**config.mk**
```make
export PLATFORM = sky130hd
export DESIGN_NAME = vbsd_seq
export DESIGN_NICKNAME = d
export VERILOG_FILES = /design/src/hw/rtl/volume_block_sum_downsample_unit_assert.svh /design/src/hw/rtl/vbsd_pkg.sv /design/src/hw/rtl/vbsd_seq.sv
export SDC_FILE = /design/constraint.sdc
export NUM_CORES = 1
export LEC_CHECK = 0
export ABC_AREA = 1
export BUFFER_PORTS_ARGS = -buffer_cell sky130_fd_sc_hd__buf_2
export CORE_MARGIN = 2
export CORE_UTILIZATION = 35
export DETAILED_ROUTE_END_ITERATION = 10
export SYNTH_ARGS = -nofsm -noshare
export SYNTH_HDL_FRONTEND = slang
export SYNTH_SLANG_ARGS = --single-unit
```
**constraint.sdc**
```tcl
create_clock -name clk_i -period 8.5 [get_ports clk_i]
set_input_delay 0.85 -clock clk_i [delete_from_list [all_inputs] [get_ports clk_i]]
set_output_delay 0.85 -clock clk_i [all_outputs]
set_load 0.02 [all_outputs]
```
**src/hw/rtl/volume_block_sum_downsample_unit_assert.svh**
```systemverilog
// Assertion macros shared by the block-sum downsampler RTL.
`ifndef VOLUME_BLOCK_SUM_DOWNSAMPLE_UNIT_ASSERT_SVH
`define VOLUME_BLOCK_SUM_DOWNSAMPLE_UNIT_ASSERT_SVH

// same-cycle implication, off while in reset
`define VBSD_ASSERT_IMP(label, clk, rstn, ante, cons) \
  label: assert property (@(posedge clk) disable iff (!(rstn)) (ante) |-> (cons)) \
    else $error("vbsd assertion failed");

// next-cycle implication, off while in reset
`define VBSD_ASSERT_NXT(label, clk, rstn, ante, cons) \
  label: assert property (@(posedge clk) disable iff (!(rstn)) (ante) |=> (cons)) \
    else $error("vbsd assertion failed");

`endif

```
**src/hw/rtl/vbsd_pkg.sv**
```systemverilog
// Types and constants of the block-sum downsampler.
`timescale 1ns / 1ps
package vbsd_pkg;

  localparam int GRAD_W     = 32;
  localparam int SUM_W      = 41;
  localparam int CFG_IDX_W  = 3;
  localparam int CFG_DATA_W = 17;
  localparam int DIM_W      = 7;
  localparam int SCALE_W    = 4;
  localparam int CCNT_W     = 17;
  localparam int CHAN_W     = 16;

  typedef enum logic [CFG_IDX_W-1:0] {
    REG_SMALL_DEPTH   = 3'd0,
    REG_SMALL_HEIGHT  = 3'd1,
    REG_SMALL_WIDTH   = 3'd2,
    REG_SCALE         = 3'd3,
    REG_CHANNEL_COUNT = 3'd4
  } cfg_reg_e;

  // position flags of one item, from the sequencer to the datapath
  typedef struct packed {
    logic first;
    logic last;
    logic is_final;
  } pos_flags_t;

endpackage

```
**src/hw/rtl/vbsd_seq.sv**
```systemverilog
// Config registers and position sequencer: block offsets, plane index, flags.
`timescale 1ns / 1ps
module vbsd_seq #(
  parameter int MAX_EDGE  = 64,
  parameter int MAX_SCALE = 8,
  parameter int AW        = 12
) (
  input  logic                             clk_i,
  input  logic                             rst_ni,
  input  logic                             cfg_we_i,
  input  logic [vbsd_pkg::CFG_IDX_W-1:0]  cfg_idx_i,
  input  logic [vbsd_pkg::CFG_DATA_W-1:0] cfg_wdata_i,
  input  logic                             adv_i,
  output logic [AW-1:0]                    idx_o,
  output vbsd_pkg::pos_flags_t             flags_o
);
  import vbsd_pkg::*;

  localparam int EW = (MAX_EDGE > 1) ? $clog2(MAX_EDGE) : 1;
  localparam int OW = (MAX_SCALE > 1) ? $clog2(MAX_SCALE) : 1;
  localparam int PW = 2 * EW + 1;

  function automatic logic [EW-1:0] dim_last(input logic [DIM_W-1:0] raw);
    int v;
    v = int'(raw);
    if (v < 1) v = 1;
    if (v > MAX_EDGE) v = MAX_EDGE;
    return EW'(v - 1);
  endfunction

  function automatic logic [OW-1:0] scale_last(input logic [SCALE_W-1:0] raw);
    int v;
    v = int'(raw);
    if (v < 1) v = 1;
    if (v > MAX_SCALE) v = MAX_SCALE;
    return OW'(v - 1);
  endfunction

  logic [DIM_W-1:0]   depth_q, depth_d, height_q, height_d, width_q, width_d;
  logic [SCALE_W-1:0] scale_q, scale_d;
  logic [CCNT_W-1:0]  ccnt_q, ccnt_d;
  logic               cfg_hit;

  logic [OW-1:0]     coff_q, coff_d, roff_q, roff_d, doff_q, doff_d;
  logic [EW-1:0]     scol_q, scol_d, srow_q, srow_d, sdep_q, sdep_d;
  logic [CHAN_W-1:0] chan_q, chan_d;

  logic [EW-1:0]     sd_m1, sh_m1, sw_m1;
  logic [OW-1:0]     sc_m1;
  logic [CHAN_W-1:0] cc_m1;
  logic [EW:0]       sw_val;
  logic [PW-1:0]     row_base;
  logic              c_end, r_end, d_end;
  logic              end_col, end_row, end_dep, end_chan;

  assign sd_m1  = dim_last(depth_q);
  assign sh_m1  = dim_last(height_q);
  assign sw_m1  = dim_last(width_q);
  assign sc_m1  = scale_last(scale_q);
  assign cc_m1  = ccnt_q[CCNT_W-1] ? {CHAN_W{1'b1}} :
                  (ccnt_q == '0) ? '0 : (ccnt_q[CHAN_W-1:0] - 1'b1);
  assign sw_val = {1'b0, sw_m1} + 1'b1;

  assign c_end    = (coff_q == sc_m1);
  assign r_end    = (roff_q == sc_m1);
  assign d_end    = (doff_q == sc_m1);
  assign end_col  = c_end && (scol_q == sw_m1);
  assign end_row  = r_end && (srow_q == sh_m1);
  assign end_dep  = d_end && (sdep_q == sd_m1);
  assign end_chan = (chan_q == cc_m1);

  assign row_base = PW'(srow_q) * PW'(sw_val);
  assign idx_o    = AW'(row_base + PW'(scol_q));

  assign flags_o.first    = (coff_q == '0) && (roff_q == '0) && (doff_q == '0);
  assign flags_o.last     = c_end && r_end && d_end;
  assign flags_o.is_final = end_col && end_row && end_dep && end_chan;

  always_comb begin
    depth_d  = depth_q;
    height_d = height_q;
    width_d  = width_q;
    scale_d  = scale_q;
    ccnt_d   = ccnt_q;
    cfg_hit  = 1'b0;
    if (cfg_we_i) begin
      cfg_hit = 1'b1;
      case (cfg_reg_e'(cfg_idx_i))
        REG_SMALL_DEPTH:   depth_d  = cfg_wdata_i[DIM_W-1:0];
        REG_SMALL_HEIGHT:  height_d = cfg_wdata_i[DIM_W-1:0];
        REG_SMALL_WIDTH:   width_d  = cfg_wdata_i[DIM_W-1:0];
        REG_SCALE:         scale_d  = cfg_wdata_i[SCALE_W-1:0];
        REG_CHANNEL_COUNT: ccnt_d   = cfg_wdata_i[CCNT_W-1:0];
        default:           cfg_hit  = 1'b0;
      endcase
    end
  end

  // column, then row, then depth, then channel
  always_comb begin
    coff_d = coff_q;
    roff_d = roff_q;
    doff_d = doff_q;
    scol_d = scol_q;
    srow_d = srow_q;
    sdep_d = sdep_q;
    chan_d = chan_q;
    if (cfg_hit) begin
      coff_d = '0;
      roff_d = '0;
      doff_d = '0;
      scol_d = '0;
      srow_d = '0;
      sdep_d = '0;
      chan_d = '0;
    end else if (adv_i) begin
      if (!c_end) begin
        coff_d = coff_q + 1'b1;
      end else begin
        coff_d = '0;
        if (!end_col) begin
          scol_d = scol_q + 1'b1;
        end else begin
          scol_d = '0;
          if (!r_end) begin
            roff_d = roff_q + 1'b1;
          end else begin
            roff_d = '0;
            if (!end_row) begin
              srow_d = srow_q + 1'b1;
            end else begin
              srow_d = '0;
              if (!d_end) begin
                doff_d = doff_q + 1'b1;
              end else begin
                doff_d = '0;
                if (!end_dep) begin
                  sdep_d = sdep_q + 1'b1;
                end else begin
                  sdep_d = '0;
                  chan_d = end_chan ? '0 : (chan_q + 1'b1);
                end
              end
            end
          end
        end
      end
    end
  end

  always_ff @(posedge clk_i or negedge rst_ni) begin
    if (!rst_ni) begin
      depth_q  <= DIM_W'(1);
      height_q <= DIM_W'(1);
      width_q  <= DIM_W'(1);
      scale_q  <= SCALE_W'(2);
      ccnt_q   <= CCNT_W'(1);
      coff_q   <= '0;
      roff_q   <= '0;
      doff_q   <= '0;
      scol_q   <= '0;
      srow_q   <= '0;
      sdep_q   <= '0;
      chan_q   <= '0;
    end else begin
      depth_q  <= depth_d;
      height_q <= height_d;
      width_q  <= width_d;
      scale_q  <= scale_d;
      ccnt_q   <= ccnt_d;
      coff_q   <= coff_d;
      roff_q   <= roff_d;
      doff_q   <= doff_d;
      scol_q   <= scol_d;
      srow_q   <= srow_d;
      sdep_q   <= sdep_d;
      chan_q   <= chan_d;
    end
  end

endmodule

```
==> key figures, run 1 <==
Synthesis
  • Mapped Avg Cell Area: around 7.0 um2
  • Part of the Yosys area used for sequential elements: ~29%
  • Cell variety after synth: 44
  • Most frequent cells after synthesis: nand2_1 (296), inv_1 (149), nor2_1 (116), nand3_1 (89), dfrtp_1 (80)
  • Post-Synth XOR/XNOR Area: 7.26%
  • Ys flop type: dfrtp_1
  • Mux share of post-synthesis cell area: 0.151%
  • Synthesized cell area: ~7500 um2
  • Synth top area share: around 27%
  • Cells after synthesis: 1,069
  • Async SR Flop Fraction: 100%
  • Simple-Gate Fraction of Synth Area: between 30% and 40%
  • Largest family of logic cells by synthesized area: simple AND/OR/NAND/NOR gates
  • Synth top area cells: dfrtp_1 (27%), nand2_1 (15%), ha_1 (7.7%), inv_1 (7.5%), fa_1 (6.2%)
  • Most numerous cell in the Yosys netlist: nand2_1
  • EDFF count, synth: 0
  • Synth Area in Adders: 13.9%
  • Synth Area in Compound Gates: between 7 and 8%
  • Syn_nets: around 1,200
  • Synth Register Bits: 85
  • Post-synth top area cell: dfrtp_1
  • Yosys synthesis warning count: 0

Worst setup path
  • Slowest cell on the critical path: fa_1
  • CP max stage delay: ~520 ps
  • Crit-path max FO: 11
  • Buf/Inv on CP: 5
  • R2R cell count: 11
  • Worst path depth: 29
  • Reg-to-reg slack, setup: 5330 ps
  • Startpoint types: flip-flop
  • WP data arrival: about 6400 ps
  • Kind of end point of the critical path: output port
  • CP Data Required Time: ~7700 ps
  • Critical path's top delay family: adder cells
  • Crit Path Category: flip-flop to output port

Routing
  • Drt pass-1 iters: 5
  • Via-to-Cell Ratio: about 4.7
  • Routed len/inst: between 10 and 15 um
  • Post-route DRC: 0
  • Total routed wirelength: 17.7 mm
  • Vias: ~6,500
  • DRT iter0 DRCs: ~390
  • Routed Antenna Nets: 0

Clocking
  • Post-CTS Resized: 0
  • Clk Latency, worst-skew pair: 340 ps
  • Clock root cell: clkbuf_16
  • Post-CTS setup buffers: 0
  • CTS tree: yes
  • Clock Sinks: between 80 and 90
  • Reg clk slew, reported paths: 70 ps
  • Clk buf depth: 2
  • Post-CTS Hold Buffers: 0
  • CTS buffer count: 9
  • H-tree Lvls: 3

Layout
  • Synthesis-to-finish area growth: 9.76%
  • Layout cell share with drive strength beyond 1: a little under a tenth
  • Fin cells: roughly 1,400
  • Fin nets: roughly 1,200
  • # diodes: 0

Pwr
  • Sw frac: approximately 44%
  • Cell Int Power: just over 1 mW
  • Seq pwr share: 33.5%
  • P_leak: around 4.3 nW
  • Power per cell area: 225 nW/um2
  • Sw power: 0.813 mW
  • Maximum VDD drop: ~0.10 mV
  • Gate power share: about 45%
  • Clock power frac: roughly 22%

STA
  • Fin crit share: approximately 85%
  • Setup_tns: 0 ps
  • Final hold vios: 0
  • Slew Limit Fails: 0
  • Rel. slew slack: about two fifths
  • Period minus WS final: a little over 7000 ps
  • Final Skew: around 7 ps
  • FMAX: between 100 and 150 MHz
  • Slew of the pin with the lowest slew margin: about 900 ps
  • Setup repair after global routing missed its margin: no
  • Setup Viol. Count Final: 0
  • Fin worst setup slack: ~1300 ps

Place
  • Routability Congestion: 0.942
  • Post-DP HPWL: around 14 mm
  • Port Buffers: 38
  • Dpl cells: 1,362
  • Worst slack at placement: between 1500 and 2000 ps

Global route
  • Global-route wire length before repair: 30.4 mm
  • Initial antenna violation count: 0
  • Tot GR Track Use: between 15 and 20%
  • Pin count of the biggest net entering global routing: 61
  • Number of global-route vias before repair: 6,212
  • GRT overflow: 0

Min path
  • Hold WC Path Type: primary input to async pin

Floorplan
  • Cell Rows: 53
  • Die X: roughly 150 um
  • Ports: 39
  • Total core area: about 21,000 um2
  • Initial cell density of the core: a little over a third
  • Die area: 22,500 um2
  • Die Y-Extent: roughly 150 um

Run status
  • Outcome: complete, no violations

Job
  • Max-cap violations: 0
[cell type report]
class / instances / area, um2
tap: 275 / 344
sequential: 85 / 2130
inverter: 158 / 593
multi-input combinational: 803 / 4600
timing repair buffer: 41 / 215
clock inverter: 5 / 58.8
clock buffer: 11 / 243
fill: 2252 / 12800
[stage by stage]
stage | instance area [um2] | total power, mW | utilization, % | hold WS, ps
global route | 8190 | 2.02 | 39.1 | 430
global placement | 7890 | 1.43 | 37.6 | 465
floorplan | 7460 | 1.24 | - | 444
CTS | 8190 | 1.86 | 39.1 | 416
detailed placement | 7890 | 1.45 | 37.6 | 473
finish | 8190 | 1.84 | 39.1 | 410
[state kept, by name (all words and copies together) (netlist names)]
register,count
depth_q,7
width_q,7
height_q,7
scale_q,4
coff_q,3
roff_q,3
scol_q,6
doff_q,3
srow_q,6
ccnt_q,17
chan_q,16
sdep_q,6
[worst register-to-register path, delay by kind of cell, from the launching register on]
kind,cells,cell delay (ps)
simple gates,8,1850
flops,1,420
fa+ha+maj,1,390
compound gates,1,240
xor+xnor,1,160
[cell families after synthesis]
kind of cell | Yosys count
AO/OA/AOI/OAI | 101
XOR/XNOR | 61
adder cells (fa/ha/maj) | 69
buffers and inverters | 181
flip-flops | 85
multiplexers | 1
AND/OR/NAND/NOR | 571
[layout by cell type (no fill, tap or decap), types with 2 or more instances in the layout]
cell type,n
nand3_1,89
nand3_2,3
a21oi_1,22
inv_2,8
nor2_2,6
nor3b_1,3
dfstp_2,5
fa_1,23
nand4_1,22
nor3_1,8
buf_2,37
dfrtp_1,80
xnor2_1,10
clkbuf_16,9
ha_1,46
inv_1,149
nor4_1,6
xor2_1,50
o21ai_1,16
o21ai_2,3
nand3b_1,5
nor2_1,116
buf_4,4
o21ai_0,52
nand2_1,296
clkinvlp_4,2
nand2_2,12
[path summary, 6_finish.rpt]
path | endpoint | startpoint
hold / removal | chan_q[11] | rst_ni
min in group clk_i | scale_q[0] | scale_q[0]
setup / recovery | idx_o[10] | width_q[2]
hold reg to reg | scale_q[0] | scale_q[0]
setup reg to reg | sdep_q[3] | scale_q[2]
max in group asynchronous | width_q[3] | rst_ni
[power by group through the flow]
stage               clock, mW  sequential (mW)  combinational [mW]
global route            0.432            0.630               0.958
finish                  0.403            0.617               0.824
floorplan                   0            0.576               0.664
CTS                     0.415            0.615               0.832
detailed placement          0            0.622               0.825
global placement            0            0.621               0.812
[routing by layer]
layer  track usage (%)  routed length (um)
met3              2.16                 588
met4              4.29                 287
met5                 0                   0
met2              26.8                7830
met1              23.7                9000
Power figures use the tool's default switching activity.
==> run 2, diff against run 1 <==
--- a/config.mk
+++ b/config.mk
@@ -10,6 +10,7 @@
 export CORE_MARGIN = 2
 export CORE_UTILIZATION = 35
 export DETAILED_ROUTE_END_ITERATION = 10
+export REMOVE_ABC_BUFFERS = 1
 export SYNTH_ARGS = -nofsm -noshare
 export SYNTH_HDL_FRONTEND = slang
 export SYNTH_SLANG_ARGS = --single-unit
==> run 2 against run 1 <==
Net effect:
- first-iteration DRC count down 29%
- core utilization down 0.19 points
- clock skew about the same
- critical path type unchanged
- power down 2.6%
- sequential share of layout area up 0.13 points
- critical path depth unchanged
- register-to-register slack worse by 30 ps
- die area unchanged
- fmax down 0.16%
- via count up 1.4%
- non-clock buffer count down 1
- global-route usage down 0.14 points
==> key figures, run 2 (same netlist as run 1, synthesis figures left out) <==
Clocking
  • Post-CTS Resized: 0 (unchanged)
  • Reg clk slew, reported paths: 60 ps (about the same)
  • Clock root cell: clkbuf_16
  • Post-CTS setup buffers: 0 (unchanged)
  • Clock Sinks: 85 (unchanged)
  • CTS tree: yes
  • Clk Latency, worst-skew pair: 340 ps (about the same)
  • Clk buf depth: 2 (unchanged)
  • H-tree Lvls: 3 (unchanged)
  • CTS buffer count: 9 (unchanged)
  • Post-CTS Hold Buffers: 0 (unchanged)

Layout
  • Register area: 2130 um2 (unchanged)
  • Fin cells: 1,377 (-0.073%)
  • Most frequent cells in the layout: nand2_1 (296), inv_1 (149), nor2_1 (116), nand3_1 (89), dfrtp_1 (80)
  • Multi-input logic area: 4600 um2 (unchanged)
  • Synthesis-to-finish area growth: 9.23%
  • Biggest regs: ccnt_q x17, chan_q x16
  • Filler instances: 2,245 (-0.31%)
  • Fin nets: 1,190 (-0.084%)
  • Max reg flops: 17 (unchanged)
  • # diodes: 0 (unchanged)
  • Layout cell share with drive strength beyond 1: 8.89% (-0.17 points)
  • Most flops, register: ccnt_q
  • Commonest non-fill, non-tap cell in the layout: nand2_1

STA
  • Final Skew: 6.57 ps (-0.462 ps)
  • Fin worst setup slack: 1240 ps (-11.4 ps)
  • Period minus WS final: 7260 ps (+11.4 ps)
  • Setup_tns: 0 ps (unchanged)
  • Setup Viol. Count Final: 0 (unchanged)
  • Rel. slew slack: 27.6% (-14 points)
  • Setup repair after global routing missed its margin: no
  • FMAX: 138 MHz (-0.16%)
  • Min Hold Slack: 379 ps (-30.6 ps)
  • Fin crit share: 85.4% (+0.13 points)
  • Slew of the pin with the lowest slew margin: 1080 ps (+209 ps)
  • Final hold vios: 0 (unchanged)
  • Slew Limit Fails: 0 (unchanged)

Routing
  • Routed Antenna Nets: 0 (unchanged)
  • Routed len/inst: 12.6 um (-1.5%)
  • DRT iter0 DRCs: 278 (-29%)
  • Post-route DRC: 0 (unchanged)
  • Drt pass-1 iters: 5 (unchanged)
  • Vias: 6,591 (+1.4%)
  • Via-to-Cell Ratio: 4.79 (+1.5%)
  • Total routed wirelength: 17.4 mm (-1.6%)

Worst setup path
  • Crit Path Category: flip-flop to output port
  • Kind of end point of the critical path: output port
  • Reg-to-reg endpoint: sdep_q[0]
  • Startpoint types: flip-flop
  • Crit-path max FO: 11 (unchanged)
  • WP data arrival: 6410 ps (+20 ps)
  • CP Data Required Time: 7650 ps (about the same)
  • Slowest cell on the critical path: fa_1
  • Reg-to-reg slack, setup: 5300 ps (-30 ps)
  • CP max stage delay: 520 ps (about the same)
  • Worst r2r src: scale_q[2]
  • R2R cell count: 11 (unchanged)

Pwr
  • Cell Int Power: 0.993 mW (-3.8%)
  • Gate power share: 45.4% (+0.7 points)
  • Power per cell area: 221 nW/um2 (-2.1%)
  • Maximum VDD drop: 0.0910 mV (-12%)
  • Sw power: 0.804 mW (-1.0%)
  • Final total power: 1.80 mW (-2.6%)
  • Seq pwr share: 34.3% (+0.8 points)
  • Sw frac: 44.8% (+0.70 points)
  • Clock power frac: 20.3% (-1.5 points)
  • P_leak: 4.23 nW (-0.57%)

Place
  • Port Buffers: 38 (unchanged)
  • Routability Congestion: 0.877 (-6.9%)
  • Post-DP HPWL: 13.5 mm (-1.8%)
  • Worst slack at placement: 1620 ps (-50.5 ps)
  • Dpl cells: 1,361 (-0.073%)

Min path
  • Hold WC Path Type: primary input to async pin

Floorplan
  • Die Y-Extent: 150 um (unchanged)
  • Die X: 150 um (unchanged)
  • Die area: 22,500 um2 (unchanged)
  • Ports: 39 (unchanged)
  • Total core area: 21,000 um2 (unchanged)
  • Initial cell density of the core: 35.6% (unchanged)
  • Cell Rows: 53 (unchanged)

Global route
  • Global-route wire length before repair: 30.2 mm (-0.55%)
  • GRT overflow: 0 (unchanged)
  • Tot GR Track Use: 16.5% (-0.14 points)
  • Pin count of the biggest net entering global routing: 67 (+9.8%)
  • Initial antenna violation count: 0 (unchanged)
  • Number of global-route vias before repair: 6,418 (+3.3%)

Run status
  • Outcome: complete, no violations

Job
  • Max-cap violations: 0 (unchanged)
## run 2: area by class of cell
class	instances	share of cell area, %
Clock buffer	11	2.86
Clock inverter	5	0.445
Inverter	158	7.28
Multi-Input combinational cell	803	56.5
Sequential cell	85	26.2
Tap cell	275	4.22
Timing Repair Buffer	40	2.55
## run 2: per-layer routing
| layer | track usage (%) | vias to the layer above | routed length [um] |
|---|---|---|---|
| met1 | 20.4 | 3038 | 7950 |
| met2 | 29.5 | 88 | 8610 |
| met3 | 2.23 | 27 | 394 |
| met5 | 0 | - | 0 |
| met4 | 5.94 | 0 | 462 |
| li1 | - | 3438 | - |
## run 2: power by group through the flow
| stage | combinational (mW) | clock, mW | sequential (mW) |
|---|---|---|---|
| 3_5_place_dp | 0.823 | 0 | 0.624 |
| 3_3_place_gp | 0.812 | 0 | 0.622 |
| 2_1_floorplan | 0.650 | 0 | 0.582 |
| 6_report | 0.816 | 0.366 | 0.616 |
| 4_1_cts | 0.826 | 0.378 | 0.618 |
| 5_1_grt | 0.951 | 0.394 | 0.633 |
## run 2: worst max-delay path, delay by kind of cell, from the launching register on
kind                       cells  cell delay, ps
DFF                            1             430
adders and majority gates      6            2600
buffers and inverters          5             350
xor gates and xnor gates       3             810
AOI/OAI and AO/OA              6             870
and+or+nand+nor                9             970
## run 2: stage by stage
step	instance area, um2	utilization (%)
3_5_place_dp	7880	37.6
5_1_grt	8150	38.9
4_1_cts	8150	38.9
6_report	8150	38.9
3_3_place_gp	7880	37.6
2_1_floorplan	7330	-
## run 2: worst max path at each step
stage,start,endpoint,slack [ps],cells after the start
2_1_floorplan,width_q[2],idx_o[10],2040,28
3_3_place_gp,width_q[2],idx_o[10],1810,29
3_5_place_dp,width_q[3],idx_o[10],1620,29
4_1_cts,width_q[3],idx_o[10],1260,29
5_1_grt,width_q[3],idx_o[10],640,29
6_report,width_q[3],idx_o[10],1240,29
==> run 3, diff against run 2 <==
--- a/config.mk
+++ b/config.mk
@@ -7,9 +7,12 @@
 export LEC_CHECK = 0
 export ABC_AREA = 1
 export BUFFER_PORTS_ARGS = -buffer_cell sky130_fd_sc_hd__buf_2
+export CELL_PAD_IN_SITES_DETAIL_PLACEMENT = 1
+export CELL_PAD_IN_SITES_GLOBAL_PLACEMENT = 2
 export CORE_MARGIN = 2
 export CORE_UTILIZATION = 35
 export DETAILED_ROUTE_END_ITERATION = 10
+export PLACE_DENSITY_LB_ADDON = 0.1
 export REMOVE_ABC_BUFFERS = 1
 export SYNTH_ARGS = -nofsm -noshare
 export SYNTH_HDL_FRONTEND = slang
==> run 3 against run 2 <==
Net effect:
- first-iteration DRC count down 23%
- sequential power is essentially flat
- cell count about the same
- setup slack worse by 82 ps
- highest routed layer unchanged
==> key figures, run 3 (same netlist as run 1, synthesis figures left out) <==
Pwr
  • Gate power share: 44.6% (-0.8 points)
  • Sw frac: 45.1% (+0.34 points)
  • Seq pwr share: 32.7% (-1.6 points)
  • Final total power: 1.89 mW (+5.2%)
  • P_leak: 4.27 nW (+0.90%)
  • Sw power: 0.853 mW (+6.0%)
  • Maximum VDD drop: 0.108 mV (+19%)
  • Clock power frac: 22.6% (+2.3 points)
  • Cell Int Power: 1.04 mW (+4.5%)
  • Power per cell area: 230 nW/um2 (+4.5%)

Clocking
  • Clk buf depth: 2 (unchanged)
  • CTS buffer count: 9 (unchanged)
  • Clk Latency, worst-skew pair: 350 ps (about the same)
  • Clock Sinks: 85 (unchanged)
  • CTS tree: yes
  • Clock root cell: clkbuf_16
  • Post-CTS Hold Buffers: 0 (unchanged)
  • Reg clk slew, reported paths: 70 ps (about the same)
  • Post-CTS setup buffers: 0 (unchanged)
  • H-tree Lvls: 3 (unchanged)
  • Post-CTS Resized: 0 (unchanged)

Routing
  • Top layer in use: met4
  • Vias: 6,671 (+1.2%)
  • Drt pass-1 iters: 5 (unchanged)
  • DRT iter0 DRCs: 215 (-23%)
  • Post-route DRC: 0 (unchanged)
  • Via-to-Cell Ratio: 4.84 (+1.1%)
  • Total routed wirelength: 21.0 mm (+21%)
  • Detail Route met2 WL: 10.1 mm (+18%)
  • Met3 WL: 455 um (+15%)
  • Routed len/inst: 15.2 um (+21%)
  • Routed Antenna Nets: 0 (unchanged)
  • WL met1: 10.2 mm (+28%)

Worst setup path
  • Slowest cell on the critical path: fa_1
  • Crit-path max FO: 11 (unchanged)
  • Kind of end point of the critical path: output port
  • CP max stage delay: 520 ps (about the same)
  • Crit Path Category: flip-flop to output port
  • Startpoint types: flip-flop
  • WP data arrival: 6490 ps (+80 ps)
  • CP Data Required Time: 7650 ps (about the same)

Layout
  • Layout cell share with drive strength beyond 1: 9.16% (+0.26 points)
  • Filler instances: 2,739 (+22%)
  • # diodes: 0 (unchanged)
  • Most flops, register: ccnt_q
  • Final Cell Area: 8200 um2 (+0.66%)
  • Biggest regs: ccnt_q x17, chan_q x16
  • Most frequent cells in the layout: nand2_1 (296), inv_1 (149), nor2_1 (116), nand3_1 (89), dfrtp_1 (80)
  • Fin nets: 1,191 (+0.084%)
  • Max reg flops: 17 (unchanged)
  • Commonest non-fill, non-tap cell in the layout: nand2_1
  • Synthesis-to-finish area growth: 9.95%

Place
  • Port Buffers: 38 (unchanged)
  • Dpl cell area: 7890 um2 (about the same)
  • Post-DP HPWL: 16.2 mm (+20%)
  • Routability Congestion: 0.812 (-7.4%)

Min path
  • Hold WC Path Type: primary input to async pin

STA
  • Setup_tns: 0 ps (unchanged)
  • Setup repair after global routing missed its margin: no
  • FMAX: 136 MHz (-1.1%)
  • Final Skew: 11.8 ps (+5.28 ps)
  • Setup Viol. Count Final: 0 (unchanged)
  • Period minus WS final: 7340 ps (+82.4 ps)
  • Fin crit share: 86.3% (+0.97 points)
  • Slew Limit Fails: 0 (unchanged)
  • Slew of the pin with the lowest slew margin: 916 ps (-167 ps)
  • Final hold vios: 0 (unchanged)
  • Rel. slew slack: 38.8% (+11 points)

Floorplan
  • Ports: 39 (unchanged)
  • Die area: 22,500 um2 (unchanged)
  • Die X: 150 um (unchanged)
  • Die Y-Extent: 150 um (unchanged)
  • Total core area: 21,000 um2 (unchanged)
  • Cell Rows: 53 (unchanged)
  • Initial cell density of the core: 35.6% (unchanged)

Global route
  • Pin count of the biggest net entering global routing: 60 (-10%)
  • GRT overflow: 0 (unchanged)
  • Number of global-route vias before repair: 6,840 (+6.6%)
  • Tot GR Track Use: 19.9% (+3.4 points)
  • Initial antenna violation count: 0 (unchanged)
  • Global-route wire length before repair: 35.3 mm (+17%)

Job
  • Max-cap violations: 0 (unchanged)

Run status
  • Outcome: complete, no violations
run 3: area by class of cell:
class	count	area (um2)	area share (%)
multi-input cells	803	4600	56.1
flip-flops and latches	85	2130	26.0
inverters	158	593	7.23
well taps	275	344	4.20
clock buffers	10	239	2.91
repair buffers	41	215	2.62
clock inverters	6	76.3	0.931
run 3: power by group through the flow:
stage	Combinational (mW)	Sequential, mW	Clock (mW)
detailed placement	0.859	0.626	0
CTS	0.864	0.620	0.443
floorplan	0.650	0.582	0
global route	0.990	0.636	0.458
finish	0.844	0.619	0.428
global placement	0.846	0.625	0
run 3: per-stage QoR:
| step | cells | hold slack, ps | utilization [%] | setup slack (ps) |
|---|---|---|---|---|
| floorplan | 1046 | 444 | - | 2040 |
| CTS | 1378 | 420 | 39.1 | 1120 |
| global route | 1378 | 428 | 39.1 | 511 |
| global placement | 1362 | 459 | 37.6 | 1660 |
| detailed placement | 1362 | 466 | 37.6 | 1500 |
| finish | 1378 | 420 | 39.1 | 1160 |
run 3: critical path, delay by kind of cell (launching register included):
family,cells,cell delay [ps]
compound gates,6,870
flops,1,440
buf+inv,5,350
simple gates,9,1000
xor+xnor,3,860
fa+ha+maj,6,2600
run 3: worst paths after layout:
path / startpoint / to / slack, ps / depth (start not counted)
worst max-delay path: width_q[3] / idx_o[10] / 1160 / 29
max in group asynchronous: rst_ni / ccnt_q[11] / 6940 / 2
worst max register to register: scale_q[2] / srow_q[1] / 5130 / 15
worst min register to register: scale_q[0] / scale_q[0] / 480 / 2
worst min-delay path: rst_ni / sdep_q[4] / 420 / 1
min in group clk_i: scale_q[0] / scale_q[0] / 480 / 2
run 3: metal layers:
layer  vias to the layer above  global-route usage [%]
li1                       3431                       -
met1                      3167                    26.4
met2                        57                    34.7
met3                        16                    2.62
met4                         0                    4.15
met5                         -                       0
